--- src/rtl/pbrd_pkg.sv ---
// ----------------------------------------------------------------------------
// pbrd_pkg
// Shared types and constants for the run-length row decoder.
// ----------------------------------------------------------------------------
package pbrd_pkg;

	localparam int DIM_W = 11;
	localparam int ADDR_W = 3;
	localparam int DATA_W = 32;

	localparam int MAX_WIDTH_DEF = 1024;
	localparam int MAX_HEIGHT_DEF = 1024;

	localparam logic [DIM_W-1:0] WIDTH_RST = 11'd320;
	localparam logic [DIM_W-1:0] HEIGHT_RST = 11'd200;
	localparam logic [DIM_W-1:0] DIM_SAT = 11'h7ff;

	// register indexes
	localparam logic REG_WIDTH = 1'b0;
	localparam logic REG_HEIGHT = 1'b1;

	// decode phases
	localparam logic [1:0] PH_HEADER = 2'd0;
	localparam logic [1:0] PH_RUN = 2'd1;
	localparam logic [1:0] PH_LITERAL = 2'd2;
	localparam logic [1:0] PH_DONE = 2'd3;

	localparam logic [7:0] HDR_NOOP = 8'h80;

	typedef struct packed {
		logic [DIM_W-1:0] width;
		logic [DIM_W-1:0] height;
	} cfg_t;

endpackage

--- src/rtl/pbrd_regs.sv ---
// ----------------------------------------------------------------------------
// pbrd_regs
// APB register file: image width and image height.
// ----------------------------------------------------------------------------
module pbrd_regs (
	input  logic                          clk,
	input  logic                          arst_n,
	input  logic                          psel,
	input  logic                          penable,
	input  logic                          pwrite,
	input  logic [pbrd_pkg::ADDR_W-1:0]   paddr,
	input  logic [pbrd_pkg::DATA_W-1:0]   pwdata,
	output logic [pbrd_pkg::DATA_W-1:0]   prdata,
	output logic                          pready,
	output pbrd_pkg::cfg_t                cfg
);

	logic [pbrd_pkg::DIM_W-1:0] width_q;
	logic [pbrd_pkg::DIM_W-1:0] height_q;
	logic                       wr_en;
	logic                       reg_idx;

	assign pready = 1'b1;
	assign wr_en = psel && penable && pwrite && pready;
	assign reg_idx = paddr[2];

	always_ff @(posedge clk or negedge arst_n) begin
		if (!arst_n) begin
			width_q <= pbrd_pkg::WIDTH_RST;
			height_q <= pbrd_pkg::HEIGHT_RST;
		end else if (wr_en) begin
			unique case (reg_idx)
				pbrd_pkg::REG_WIDTH: width_q <= pwdata[pbrd_pkg::DIM_W-1:0];
				pbrd_pkg::REG_HEIGHT: height_q <= pwdata[pbrd_pkg::DIM_W-1:0];
				default: ;
			endcase
		end
	end

	always_comb begin
		prdata = '0;
		unique case (reg_idx)
			pbrd_pkg::REG_WIDTH: prdata[pbrd_pkg::DIM_W-1:0] = width_q;
			pbrd_pkg::REG_HEIGHT: prdata[pbrd_pkg::DIM_W-1:0] = height_q;
			default: prdata = '0;
		endcase
	end

	assign cfg.width = width_q;
	assign cfg.height = height_q;

endmodule

--- src/rtl/pbrd_decode.sv ---
// ----------------------------------------------------------------------------
// pbrd_decode
// Input register, combinational decode step over the stream state, and
// result register.
// ----------------------------------------------------------------------------
module pbrd_decode #(
	parameter int MAX_WIDTH = pbrd_pkg::MAX_WIDTH_DEF,
	parameter int MAX_HEIGHT = pbrd_pkg::MAX_HEIGHT_DEF
) (
	input  logic           clk,
	input  logic           arst_n,
	input  pbrd_pkg::cfg_t cfg,
	input  logic           in_valid,
	output logic           in_stall,
	input  logic [7:0]     data_byte,
	output logic           out_valid,
	input  logic           out_stall,
	output logic [7:0]     pixel_value,
	output logic [7:0]     repeat_count,
	output logic           row_end,
	output logic           image_end
);

	localparam int DW = pbrd_pkg::DIM_W;
	localparam logic [DW+1:0] LIM_W = (DW+2)'(MAX_WIDTH);
	localparam logic [DW+1:0] LIM_H = (DW+2)'(MAX_HEIGHT);

	// input stage
	logic          valid_s1;
	logic [7:0]    byte_s1;

	// stream state
	logic [1:0]    phase_q;
	logic [6:0]    lit_left_q;
	logic [7:0]    run_len_q;
	logic [DW-1:0] col_q;
	logic [DW-1:0] row_q;

	// result register
	logic          out_valid_q;
	logic [7:0]    pix_q;
	logic [7:0]    cnt_q;
	logic          row_end_q;
	logic          img_end_q;

	logic          has_res;
	logic          chunk_done;
	logic [7:0]    res_cnt;
	logic          out_free;
	logic          consume;
	logic          accept;
	logic [DW-1:0] w_eff;
	logic [DW-1:0] h_eff;
	logic [DW:0]   col_sum;
	logic [DW-1:0] col_sat;
	logic [DW-1:0] row_inc;
	logic          do_row;
	logic          do_img;
	logic [8:0]    run_calc;

	always_comb begin
		if (cfg.width == '0)
			w_eff = DW'(1);
		else if ({2'b00, cfg.width} > LIM_W)
			w_eff = LIM_W[DW-1:0];
		else
			w_eff = cfg.width;
		if (cfg.height == '0)
			h_eff = DW'(1);
		else if ({2'b00, cfg.height} > LIM_H)
			h_eff = LIM_H[DW-1:0];
		else
			h_eff = cfg.height;
	end

	always_comb begin
		has_res = 1'b0;
		chunk_done = 1'b0;
		res_cnt = 8'd1;
		unique case (phase_q)
			pbrd_pkg::PH_RUN: begin
				has_res = 1'b1;
				chunk_done = 1'b1;
				res_cnt = run_len_q;
			end
			pbrd_pkg::PH_LITERAL: begin
				has_res = 1'b1;
				chunk_done = (lit_left_q == '0);
			end
			default: ;
		endcase
	end

	assign run_calc = 9'd257 - {1'b0, byte_s1};
	assign col_sum = {1'b0, col_q} + (DW+1)'(res_cnt);
	assign col_sat = col_sum[DW] ? pbrd_pkg::DIM_SAT : col_sum[DW-1:0];
	assign do_row = chunk_done && (col_sat >= w_eff);
	assign row_inc = (row_q == pbrd_pkg::DIM_SAT) ? row_q : row_q + DW'(1);
	assign do_img = do_row && (row_inc >= h_eff);

	assign out_free = !out_valid_q || !out_stall;
	assign consume = valid_s1 && (!has_res || out_free);
	assign in_stall = valid_s1 && !consume;
	assign accept = in_valid && !in_stall;

	always_ff @(posedge clk or negedge arst_n) begin
		if (!arst_n) begin
			valid_s1 <= 1'b0;
		end else if (accept) begin
			valid_s1 <= 1'b1;
		end else if (consume) begin
			valid_s1 <= 1'b0;
		end
	end

	always_ff @(posedge clk) begin
		if (accept)
			byte_s1 <= data_byte;
	end

	always_ff @(posedge clk or negedge arst_n) begin
		if (!arst_n) begin
			phase_q <= pbrd_pkg::PH_HEADER;
			lit_left_q <= '0;
			run_len_q <= '0;
			col_q <= '0;
			row_q <= '0;
		end else if (consume) begin
			unique case (phase_q)
				pbrd_pkg::PH_HEADER: begin
					if (byte_s1 > pbrd_pkg::HDR_NOOP) begin
						run_len_q <= run_calc[7:0];
						phase_q <= pbrd_pkg::PH_RUN;
					end else if (byte_s1 < pbrd_pkg::HDR_NOOP) begin
						lit_left_q <= byte_s1[6:0];
						phase_q <= pbrd_pkg::PH_LITERAL;
					end
				end
				pbrd_pkg::PH_RUN, pbrd_pkg::PH_LITERAL: begin
					if (phase_q == pbrd_pkg::PH_LITERAL && !chunk_done)
						lit_left_q <= lit_left_q - 7'd1;
					if (do_img)
						phase_q <= pbrd_pkg::PH_DONE;
					else if (chunk_done)
						phase_q <= pbrd_pkg::PH_HEADER;
					if (do_row) begin
						col_q <= '0;
						row_q <= row_inc;
					end else begin
						col_q <= col_sat;
					end
				end
				default: ;
			endcase
		end
	end

	always_ff @(posedge clk or negedge arst_n) begin
		if (!arst_n) begin
			out_valid_q <= 1'b0;
		end else if (consume && has_res) begin
			out_valid_q <= 1'b1;
		end else if (!out_stall) begin
			out_valid_q <= 1'b0;
		end
	end

	always_ff @(posedge clk) begin
		if (consume && has_res) begin
			pix_q <= byte_s1;
			cnt_q <= res_cnt;
			row_end_q <= do_row;
			img_end_q <= do_img;
		end
	end

	assign out_valid = out_valid_q;
	assign pixel_value = pix_q;
	assign repeat_count = cnt_q;
	assign row_end = row_end_q;
	assign image_end = img_end_q;

endmodule

--- src/rtl/packbits_row_decoder_top.sv ---
// ----------------------------------------------------------------------------
// packbits_row_decoder_top
// Run-length image stream decoder: one compressed byte per request, one
// pixel/repeat result per value byte, with row and image end flags.
// ----------------------------------------------------------------------------
//  channel  | handshake                 | payload
//  ---------+---------------------------+-----------------------------------
//  input    | in_valid / in_stall       | data_byte
//  output   | out_valid / out_stall     | pixel_value, repeat_count,
//           |                           | row_end, image_end
//  config   | psel/penable/pwrite/pready| paddr, pwdata, prdata
//
// One byte per cycle sustained while out_stall is low; a taken byte passes
// the input register, then the decode step into the result register, where
// its result is presented.
// Reset clears the stream state and loads width 320, height 200.
// A stalled result holds; the input register keeps taking bytes that give
// no result, and stalls only when its byte needs the occupied result slot.
// After the last row every byte is taken and dropped until reset.
// ----------------------------------------------------------------------------
module packbits_row_decoder_top #(
	parameter int MAX_WIDTH = pbrd_pkg::MAX_WIDTH_DEF,
	parameter int MAX_HEIGHT = pbrd_pkg::MAX_HEIGHT_DEF
) (
	input  logic                         clk,
	input  logic                         arst_n,
	input  logic                         psel,
	input  logic                         penable,
	input  logic                         pwrite,
	input  logic [pbrd_pkg::ADDR_W-1:0]  paddr,
	input  logic [pbrd_pkg::DATA_W-1:0]  pwdata,
	output logic [pbrd_pkg::DATA_W-1:0]  prdata,
	output logic                         pready,
	input  logic                         in_valid,
	output logic                         in_stall,
	input  logic [7:0]                   data_byte,
	output logic                         out_valid,
	input  logic                         out_stall,
	output logic [7:0]                   pixel_value,
	output logic [7:0]                   repeat_count,
	output logic                         row_end,
	output logic                         image_end
);

	pbrd_pkg::cfg_t cfg;

	pbrd_regs u_regs (
		.clk     (clk),
		.arst_n  (arst_n),
		.psel    (psel),
		.penable (penable),
		.pwrite  (pwrite),
		.paddr   (paddr),
		.pwdata  (pwdata),
		.prdata  (prdata),
		.pready  (pready),
		.cfg     (cfg)
	);

	pbrd_decode #(
		.MAX_WIDTH  (MAX_WIDTH),
		.MAX_HEIGHT (MAX_HEIGHT)
	) u_decode (
		.clk          (clk),
		.arst_n       (arst_n),
		.cfg          (cfg),
		.in_valid     (in_valid),
		.in_stall     (in_stall),
		.data_byte    (data_byte),
		.out_valid    (out_valid),
		.out_stall    (out_stall),
		.pixel_value  (pixel_value),
		.repeat_count (repeat_count),
		.row_end      (row_end),
		.image_end    (image_end)
	);

endmodule
--- config.mk ---
export PLATFORM = sky130hd
export DESIGN_NAME = packbits_row_decoder_top
export DESIGN_NICKNAME = d
export VERILOG_FILES = /design/src/rtl/pbrd_pkg.sv /design/src/rtl/pbrd_regs.sv /design/src/rtl/pbrd_decode.sv /design/src/rtl/packbits_row_decoder_top.sv
export SDC_FILE = /design/constraint.sdc
export NUM_CORES = 1
export LEC_CHECK = 0
export ABC_AREA = 1
export CORE_MARGIN = 8
export CORE_UTILIZATION = 30
export CTS_BUF_LIST = sky130_fd_sc_hd__clkbuf_8
export DETAILED_ROUTE_END_ITERATION = 10
export DONT_BUFFER_PORTS = 1
export PLACE_DENSITY = 0.47
export SYNTH_ARGS = -nofsm -noshare
export SYNTH_HDL_FRONTEND = slang
export SYNTH_SLANG_ARGS = --single-unit
--- constraint.sdc ---
create_clock -name clk -period 9.9 [get_ports clk]
set_input_delay 1.98 -clock clk [delete_from_list [all_inputs] [get_ports clk]]
set_output_delay 1.98 -clock clk [all_outputs]
set_load 0.03 [all_outputs]
[Word level (Yosys, flattened, before mapping)]
Index checks and enable logic that the tools add are counted.
Storage, ports and cells
  register bits after elaboration: 89
  word-level logic and storage cells: 89
Cells by class
  add/sub/neg operators: 4
  bitwise gates (word level): 1
  equal/unequal tests: 9
  reductions and logical operators: 31
  $lt $le $gt $ge: 6
  mux-type cells: 24
Operator list (number)
  two-way mux 11 bit: 7
  >= comparator 11 bit: 2
  > comparator 11 bit, second input constant: 2
  zero test 11 bit: 2
  case mux 11 bit (2 select lines): 1
  two-way mux 7 bit: 3
  case mux 7 bit (2 select lines): 1
  adder 11 x 8 -> 12 bit: 1
  adder 11 x 1 -> 11 bit, second input constant: 1
  equality test 11 bit, second input constant: 1
  logical AND 1 bit: 9
  > comparator 8 bit, second input constant: 1
  less-than comparator 8 bit, second input constant: 1
  two-way mux 2 bit: 4
  two-way mux 8 bit: 1
  subtractor 1 x 8 -> 8 bit, first input constant: 1
  zero test 7 bit: 1
  subtractor 7 x 1 -> 7 bit, second input constant: 1
  zero test 1 bit: 6
  inequality test 2 x 1 -> 1 bit, second input constant: 3
  inequality test 3 x 1 -> 1 bit, second input constant: 2
  AND reduction 2 bit: 3
  AND reduction 3 bit: 2
  two-way mux 1 bit: 5
  12 further kinds: 14

[Longest topological paths before layout]
Gate-level depths: netlist (run 1).
  depth in word-level cells: 11
  mapped depth: 26
  mapped depth without buffers: 24

[Hierarchy]
From an unflattened synthesis (run 1), not the netlist that was laid out.
Unflattened totals
  cell total of the unflattened synthesis: 775
  area, all modules: 5901.9 um^2
Modules (own cells, without submodules)
  pbrd_decode: area each 4695.8 um^2, seq. area each 1806.7 um^2, times used 1, cells an instance 616
  pbrd_regs: area each 1206.2 um^2, seq. area each 556.8 um^2, times used 1, cells an instance 159

[Least setup slack after synthesis (run 1)]
OpenSTA, ideal clock, no wires.
  path type: input to output
  start: in paddr[2] (netlist bit)
  end: out prdata[0] (netlist bit)
  stages on the path: 4
  setup slack: 5034 ps
  data arrival time: 2886 ps
  buffers on the path: 2
  path through: clkbuf_1 > clkbuf_1 > nand2_1 > o21ai_0
Between the ends
  word-level cells in the longest chain between the ends: 2
Ends and longest elaborated chain
  start: declaration: line packbits_row_decoder_top.sv:30  | input logic [pbrd_pkg::ADDR_W-1:0] paddr,
  NOT 1 bit (no line)
  case mux 11 bit (2 select lines) (*): line pbrd_regs.sv:42  | unique case (reg_idx)
  end: declaration: line packbits_row_decoder_top.sv:32  | output logic [pbrd_pkg::DATA_W-1:0] prdata,
Every way passes the cells marked *; elsewhere a longest branch is shown, timed or not.

[Worst setup path in the final report (run 1)]
  start: in paddr[2] (netlist bit)
  end: out prdata[1] (netlist bit)
The elaborated chain is that of the path after synthesis.

==> flow_summary_export.csv, run 1 <==
group,metric,value,unit
hold_path,hp-start,"u_decode.run_len_q[2]$_DFFE_PN0P_",
pwr,power_density,271.6,nW/um^2
synthesis,async_reset_ff_share,70.79,%
synthesis,yosysTopAreaCell,"dfrtp_1",
hold_path,hp-class,"flop to flop",
synthesis,synthDistinctLibCells,42,
clock_tree,clockBufferDepth,2,
placement,buffer_ports.inserted,0,
worst_setup_path,endpoint_kind,"primary output",
floorplanning,row_count,50,
worst_setup_path,worstSetupPathType,"primary input to primary output",
global_routing,track_usage,12.26,%
synthesis,ys_seq_area_share,41.08,%
sta,fin_skew,0.01431,ns
placement,place_area,5836,um^2
clock_tree,cts_hold_buf,0,
sta,report.final.slew_viol_count,0,
finish,drive_gt1_share,7.278,%
finish,fin_nets,826,
synthesis,synth_seq_cells,89,
sta,rsz0062_at_grt,"no",
floorplanning,dieHeight,154.5,um
worst_setup_path,critical_path.top_delay_family,"compound AO/OA/AOI/OAI gates",
detailed_routing,vias,4367,
worst_setup_path,critPathArrivalTime,2.82,ns
floorplanning,die_area,23860,um^2
sta,finalSetupTns,0,ns
finish,layout_common_cells,"nand2_1, inv_1, dfrtp_1, o21ai_0, nor2_1",
sta,max_freq,208.4,MHz
clock_tree,clk_latency,0.37,ns
clock_tree,clk_pin_slew,0.09,ns
worst_setup_path,r2r_setup_slack,5.43,ns
finish,layout.cells.non_filler,976,
synthesis,synth_top_area_share,25.23,%
finish,mostFrequentLayoutCell,"nand2_1",
run_status,status,"finished clean",
worst_setup_path,slowest_stage,"o21ai_0",
sta,hold_viol,0,
sta,fin_crit_sh,48.48,%
global_routing,antenna_found_initial,0,
worst_setup_path,crit_fanout,20,
hold_path,min_delay_path_depth,2,
worst_setup_path,reg2reg_depth,18,
worst_setup_path,worst-path-buf-inv,0,
finish,nFillCells,2064,
worst_setup_path,worstPathCellList,"o21ai_0",
placement,placed_cells,960,
sta,final.setup.worst_slack,5.101,ns
floorplanning,coreArea,18770,um^2
global_routing,grt_overflow,0,
sta,setup_violations,0,
global_routing,grt_max_degree,64,
floorplanning,die_w,154.5,um
detailed_routing,drc,0,
placement,dp_hpwl,10690,um
finish,antenna_cells,0,
synthesis,synth_cells,746,
floorplanning,start_util,30.65,%
worst_setup_path,worstReg2RegStart,"u_decode.phase_q[1]$_DFFE_PN0P_",
worst_setup_path,cp_data_required_time,7.92,ns
synthesis,synth_edf_count,26,
clock_tree,post_cts_buffers,0,
placement,place_congestion,0.8158,
sta,post-route-min-period,4.799,ns
worst_setup_path,crit_path_start,"paddr[2]",
flow_run,cap_violations,0,
worst_setup_path,critPathMaxStageDelay,0.83,ns
clock_tree,cts.repair.resized,0,
hold_path,whs_endpoint,"u_decode.run_len_q[2]$_DFFE_PN0P_",
worst_setup_path,r2r-end,"u_decode.row_end$_DFFE_PP_",
sta,worst_pin_slew,1.084,ns
worst_setup_path,crit_path_start_kind,"primary input",
synthesis,syn_area,5753,um^2
clock_tree,numCtsBuffers,9,
synthesis,syn_area_per_cell,7.712,um^2
global_routing,first_global_vias,4443,
finish,syn2layout_area_growth,4.937,%
detailed_routing,routed_via_density,4.474,
pwr,leakage,3.103,nW
global_routing,grt_pass1_wl,23260,um
detailed_routing,dr.pass1.iters,5,
pwr,ir_worst_vdd,0.09244,mV
floorplanning,io-pin-count,103,
detailed_routing,drt_iter0_markers,262,
clock_tree,cts_sinks,89,
sta,slew_headroom,26.94,%
clock_tree,cts_max_level,3,
synthesis,ys.flop_type,"dfrtp_1",
finish,final_area,6037,um^2
clock_tree,tritoncts,"yes",
detailed_routing,routedWlPerCell,14.45,um
detailed_routing,ant_nets,0,
synthesis,synthTopCellsByArea,"dfrtp_1, nand2_1, edfxtp_1, ha_1, inv_1",
detailed_routing,routed_wl,14110,um
placement,post-place-ws,5.079,ns
synthesis,yosys_warnings,0,
clock_tree,cts_root_buffer,"clkbuf_8",
==> synth_stat cells (3+ instances only) <==
cell type,number
a21oi_1,14
o21ai_2,3
ha_1,38
nor2_4,3
clkbuf_1,8
nand4_1,19
xor2_1,5
buf_6,6
edfxtp_1,26
nand2_2,5
nor2_2,4
nor2_1,42
o21ai_0,52
dfstp_2,5
inv_1,99
buf_2,3
xnor2_1,3
nand2_1,251
nand3_2,10
o211ai_1,3
dfrtp_1,58
nand3_1,40
buf_4,24
==> layer usage <==
| metal | wire length, um | up-vias | GRT usage [%] |
|---|---|---|---|
| li1 | - | 2326 | - |
| met1 | 7286 | 1972 | 16.76 |
| met2 | 6284 | 67 | 18.96 |
| met3 | 459 | 2 | 2.563 |
| met4 | 75 | 0 | 3.920 |
| met5 | 0 | - | 0 |
==> cells by family (layout without fill, tap and decap cells) <==
kind of cell | after synthesis | in the layout | share of synthesized area (%)
compound gates | 79 | 79 | 7.525
xor+xnor | 8 | 8 | 1.218
fa+ha+maj | 39 | 39 | 8.613
buf+inv | 141 | 117 | 11.61
flops | 89 | 89 | 41.08
other cells | 2 | 22 | 0.1305
simple gates | 388 | 388 | 29.82
==> worst max path at each step <==
stage	endpoint	slack [ns]	cells past startpoint
floorplan	prdata[0]	5.03	4
global placement	prdata[1]	5.08	1
detailed placement	prdata[1]	5.08	1
CTS	prdata[1]	5.08	1
global route	u_decode.col_q[2]$_DFFE_PN0P_	5.07	23
finish	prdata[1]	5.10	1
==> report_power, final <==
part	internal [W]	switching, W
registers	0.000508	0.000146
clock network	0.000119	0.000143
logic	0.000227	0.000498
total	0.000853	0.000786
==> layout make-up <==
cell class	instances	area [um^2]	share of cell area (%)
clock inverter	7	77.57	1.285
timing repair buffer	1	7.507	0.1244
multi-input combinational	536	2796	46.32
tap	234	292.8	4.850
sequential	89	2364	39.15
clock buffer	9	123.9	2.052
inverter	100	375.4	6.218
==> through the flow <==
step | power, W | hold slack [ns] | utilization [%]
finish | 0.001640 | 0.4841 | 32.17
global route | 0.001803 | 0.5212 | 32.17
CTS | 0.001665 | 0.4887 | 32.17
global placement | 0.001390 | 0.4634 | 31.09
floorplan | 0.001239 | 0.4443 | -
detailed placement | 0.001393 | 0.4650 | 31.09
==> flip-flops by register name, indices dropped and copies added, names as in the netlist <==
signal	cells
u_regs.height_q	11
u_decode.row_end	1
u_decode.col_q	11
u_decode.byte_s1	8
u_decode.valid_s1	1
u_decode.repeat_count	8
u_decode.pixel_value	8
u_decode.image_end	1
u_decode.phase_q	2
u_decode.row_q	11
u_decode.run_len_q	8
u_decode.lit_left_q	7
u_decode.out_valid	1
u_regs.width_q	11
(Power assumes the default switching activity.)
==> inputs of run 2 (changes only) <==
--- a/config.mk
+++ b/config.mk
@@ -11,7 +11,7 @@
 export CTS_BUF_LIST = sky130_fd_sc_hd__clkbuf_8
 export DETAILED_ROUTE_END_ITERATION = 10
 export DONT_BUFFER_PORTS = 1
-export PLACE_DENSITY = 0.47
+export PLACE_DENSITY = 0.48
 export SYNTH_ARGS = -nofsm -noshare
 export SYNTH_HDL_FRONTEND = slang
 export SYNTH_SLANG_ARGS = --single-unit
==> constraint.sdc (replaced) <==
create_clock -name clk -period 4.4 [get_ports clk]
set_input_delay 0.88 -clock clk [delete_from_list [all_inputs] [get_ports clk]]
set_output_delay 0.88 -clock clk [all_outputs]
set_load 0.03 [all_outputs]
==> run 2 against run 1 <==
  * Final cell count increased by 0.61%
  * Sequential cell count did not move
  * First-iteration DRC count rose by 6.9%
  * Global-route usage about the same
  * Power rose by 130%
  * Critical path depth up 21
  * Wire length fell by 0.65%
  * Sequential power increased by 130%
  * Worst hold slack worse by 0.29 ns
  * Sequential share of layout area down 0.29 points
  * Clock power increased by 130%
  * Critical endpoint is now u_decode.row_q[10]$_DFFE_PN0P_
  * Largest power group unchanged
  * Highest routed layer unchanged
==> flow_summary_export.csv, run 2 (synthesis results as in run 1) <==
group,metric,value,unit
sta,hold_viol,0,
sta,rsz0062_at_grt,"no",
worst_setup_path,worstSetupPathType,"flop to flop",
detailed_routing,drc,0,
finish,mostFrequentLayoutCell,"nand2_1",
placement,dp_hpwl,10580,um
sta,slew_headroom,28.81,%
floorplanning,die_area,23860,um^2
floorplanning,io-pin-count,103,
pwr,ir_worst_vdd,0.2303,mV
worst_setup_path,reg2reg_depth,22,
floorplanning,die_w,154.5,um
flow_run,cap_violations,0,
finish,antenna_cells,0,
worst_setup_path,crit_fanout,11,
floorplanning,row_count,50,
worst_setup_path,endpoint_kind,"flop",
pwr,power_density,616.0,nW/um^2
clock_tree,cts_root_buffer,"clkbuf_8",
placement,placed_cells,966,
global_routing,grt_util_met3,2.591,%
global_routing,grt_overflow,0,
worst_setup_path,cp_common_cell,"nand2_1",
pwr,p_clk_share,15.9,%
worst_setup_path,critPathMaxStageDelay,0.43,ns
clock_tree,clk_pin_slew,0.10,ns
clock_tree,numCtsBuffers,9,
worst_setup_path,cp_data_required_time,4.69,ns
clock_tree,clockBufferDepth,2,
placement,buffer_ports.inserted,0,
clock_tree,cts_sinks,89,
clock_tree,cts.repair.resized,0,
sta,fin_skew,0.008456,ns
floorplanning,coreArea,18770,um^2
global_routing,grt_pass1_wl,23420,um
detailed_routing,vias,4432,
detailed_routing,dr.pass1.iters,6,
finish,layout.cells.non_filler,982,
finish,fin_nets,832,
sta,max_freq,258.2,MHz
global_routing,use_met1,17.20,%
worst_setup_path,slowest_stage,"dfrtp_1",
sta,worst_pin_slew,1.057,ns
floorplanning,start_util,30.65,%
pwr,p_sw,0.001784,W
global_routing,met2_usage,18.47,%
pwr,pwr-share-comb,44.9,%
global_routing,grt_max_degree,64,
global_routing,antenna_found_initial,0,
global_routing,track_usage,12.23,%
run_status,status,"finished clean",
detailed_routing,drt_iter0_markers,280,
pwr,leakage,3.125,nW
sta,finalSetupTns,0,ns
clock_tree,clk_latency,0.37,ns
clock_tree,cts_max_level,3,
sta,fin_crit_sh,88.01,%
worst_setup_path,worstPathCellList,"inv_1 -> ha_1 -> inv_1 -> or2_2 -> ha_1 -> fa_1 -> nand2_1 -> nand3_1 -> and2_1 -> nand2_1 -> nand2_1 -> nand2_1 -> nand3_1 -> ha_1 -> inv_1 -> nor2_1 -> nand2_1 -> nor2_1 -> nand2_1 -> nand3_2 -> nand3_2 -> o21ai_0",
clock_tree,tritoncts,"yes",
pwr,seqPwrFrac,39.2,%
global_routing,first_global_vias,4358,
detailed_routing,ant_nets,0,
sta,setup_violations,0,
detailed_routing,routed_via_density,4.513,
finish,drive_gt1_share,8.021,%
sta,report.final.slew_viol_count,0,
detailed_routing,routedWlPerCell,14.27,um
sta,post-route-min-period,3.872,ns
pwr,sw_frac_of_total,47.62,%
hold_path,hp-class,"primary input to asynchronous set/reset pin",
clock_tree,cts_hold_buf,0,
worst_setup_path,crit_path_start_kind,"flop",
floorplanning,dieHeight,154.5,um
finish,layout_common_cells,"nand2_1, inv_1, dfrtp_1, o21ai_0, nor2_1",
finish,syn2layout_area_growth,5.720,%
clock_tree,post_cts_buffers,0,
pwr,p_int,0.001962,W
detailed_routing,routed_wl,14020,um
placement,place_congestion,0.8148,
global_routing,grt.busiest_layer,"met2",
worst_setup_path,critPathArrivalTime,4.17,ns
[run 2: cell types whose count changed in the layout (fill, tap and decap cells not counted), sizes merged]
| cell | previous run | this run |
|---|---|---|
| buf | 1 | 7 |
| clkinv | 3 | 1 |
| clkinvlp | 1 | 3 |
[run 2: metrics by stage]
stage | area (um^2) | hold slack (ns) | setup slack, ns | power (W) | util, %
2_1_floorplan | 5828 | 0.4443 | 0.7546 | 0.002788 | -
6_report | 6082 | 0.1946 | 0.5275 | 0.003746 | 32.41
5_1_grt | 6082 | 0.1665 | 0.1680 | 0.004110 | 32.41
4_1_cts | 6082 | 0.1709 | 0.4687 | 0.003792 | 32.41
3_3_place_gp | 5881 | 0.4579 | 0.5621 | 0.003179 | 31.33
3_5_place_dp | 5881 | 0.4665 | 0.5061 | 0.003180 | 31.33
[run 2: layer usage]
| layer | vias to the layer above | share of wire (%) |
|---|---|---|
| met5 | - | 0 |
| met4 | 0 | 0.96 |
| met3 | 7 | 4.0 |
| met2 | 65 | 43 |
| met1 | 2027 | 52 |
| li1 | 2333 | - |
[run 2: cell type report]
type / instances / area, um^2
clock buffers: 9 / 123.9
fillers: 2054 / 12690
multi-input cells: 536 / 2796
repair buffers: 7 / 52.55
inverters: 100 / 375.4
well taps: 234 / 292.8
flip-flops and latches: 89 / 2364
clock inverters: 7 / 77.57
[run 2: final timing paths]
kind                                                        start                                 to  slack, ns
worst max-delay path              u_decode.phase_q[1]$_DFFE_PN0P_     u_decode.row_q[10]$_DFFE_PN0P_       0.53
worst min-delay path                                       arst_n      u_regs.width_q[9]$_DFFE_PN0P_       0.19
worst max register to register    u_decode.phase_q[1]$_DFFE_PN0P_     u_decode.row_q[10]$_DFFE_PN0P_       0.53
worst min register to register  u_decode.run_len_q[3]$_DFFE_PN0P_  u_decode.run_len_q[3]$_DFFE_PN0P_       0.49
max in group asynchronous                                  arst_n      u_regs.width_q[6]$_DFFE_PN1P_       4.01
min in group clk                u_decode.run_len_q[3]$_DFFE_PN0P_  u_decode.run_len_q[3]$_DFFE_PN0P_       0.49
[run 2: worst max-delay path: cells and delay by family (launching register included)]
family / cells / cell delay (ns)
AND/OR/NAND/NOR: 14 / 1.72
adder cells (fa/ha/maj): 4 / 1.17
flip-flops: 1 / 0.43
AO/OA/AOI/OAI: 1 / 0.24
buffers and inverters: 3 / 0.23
[run 2: power groups by stage]
stage          sequential (W)  clock, W  combinational, W
2_1_floorplan         0.00142         0           0.00137
3_3_place_gp          0.00149         0           0.00169
3_5_place_dp          0.00149         0           0.00169
4_1_cts               0.00148  0.000616           0.00170
5_1_grt               0.00151  0.000651           0.00195
6_report              0.00147  0.000595           0.00168
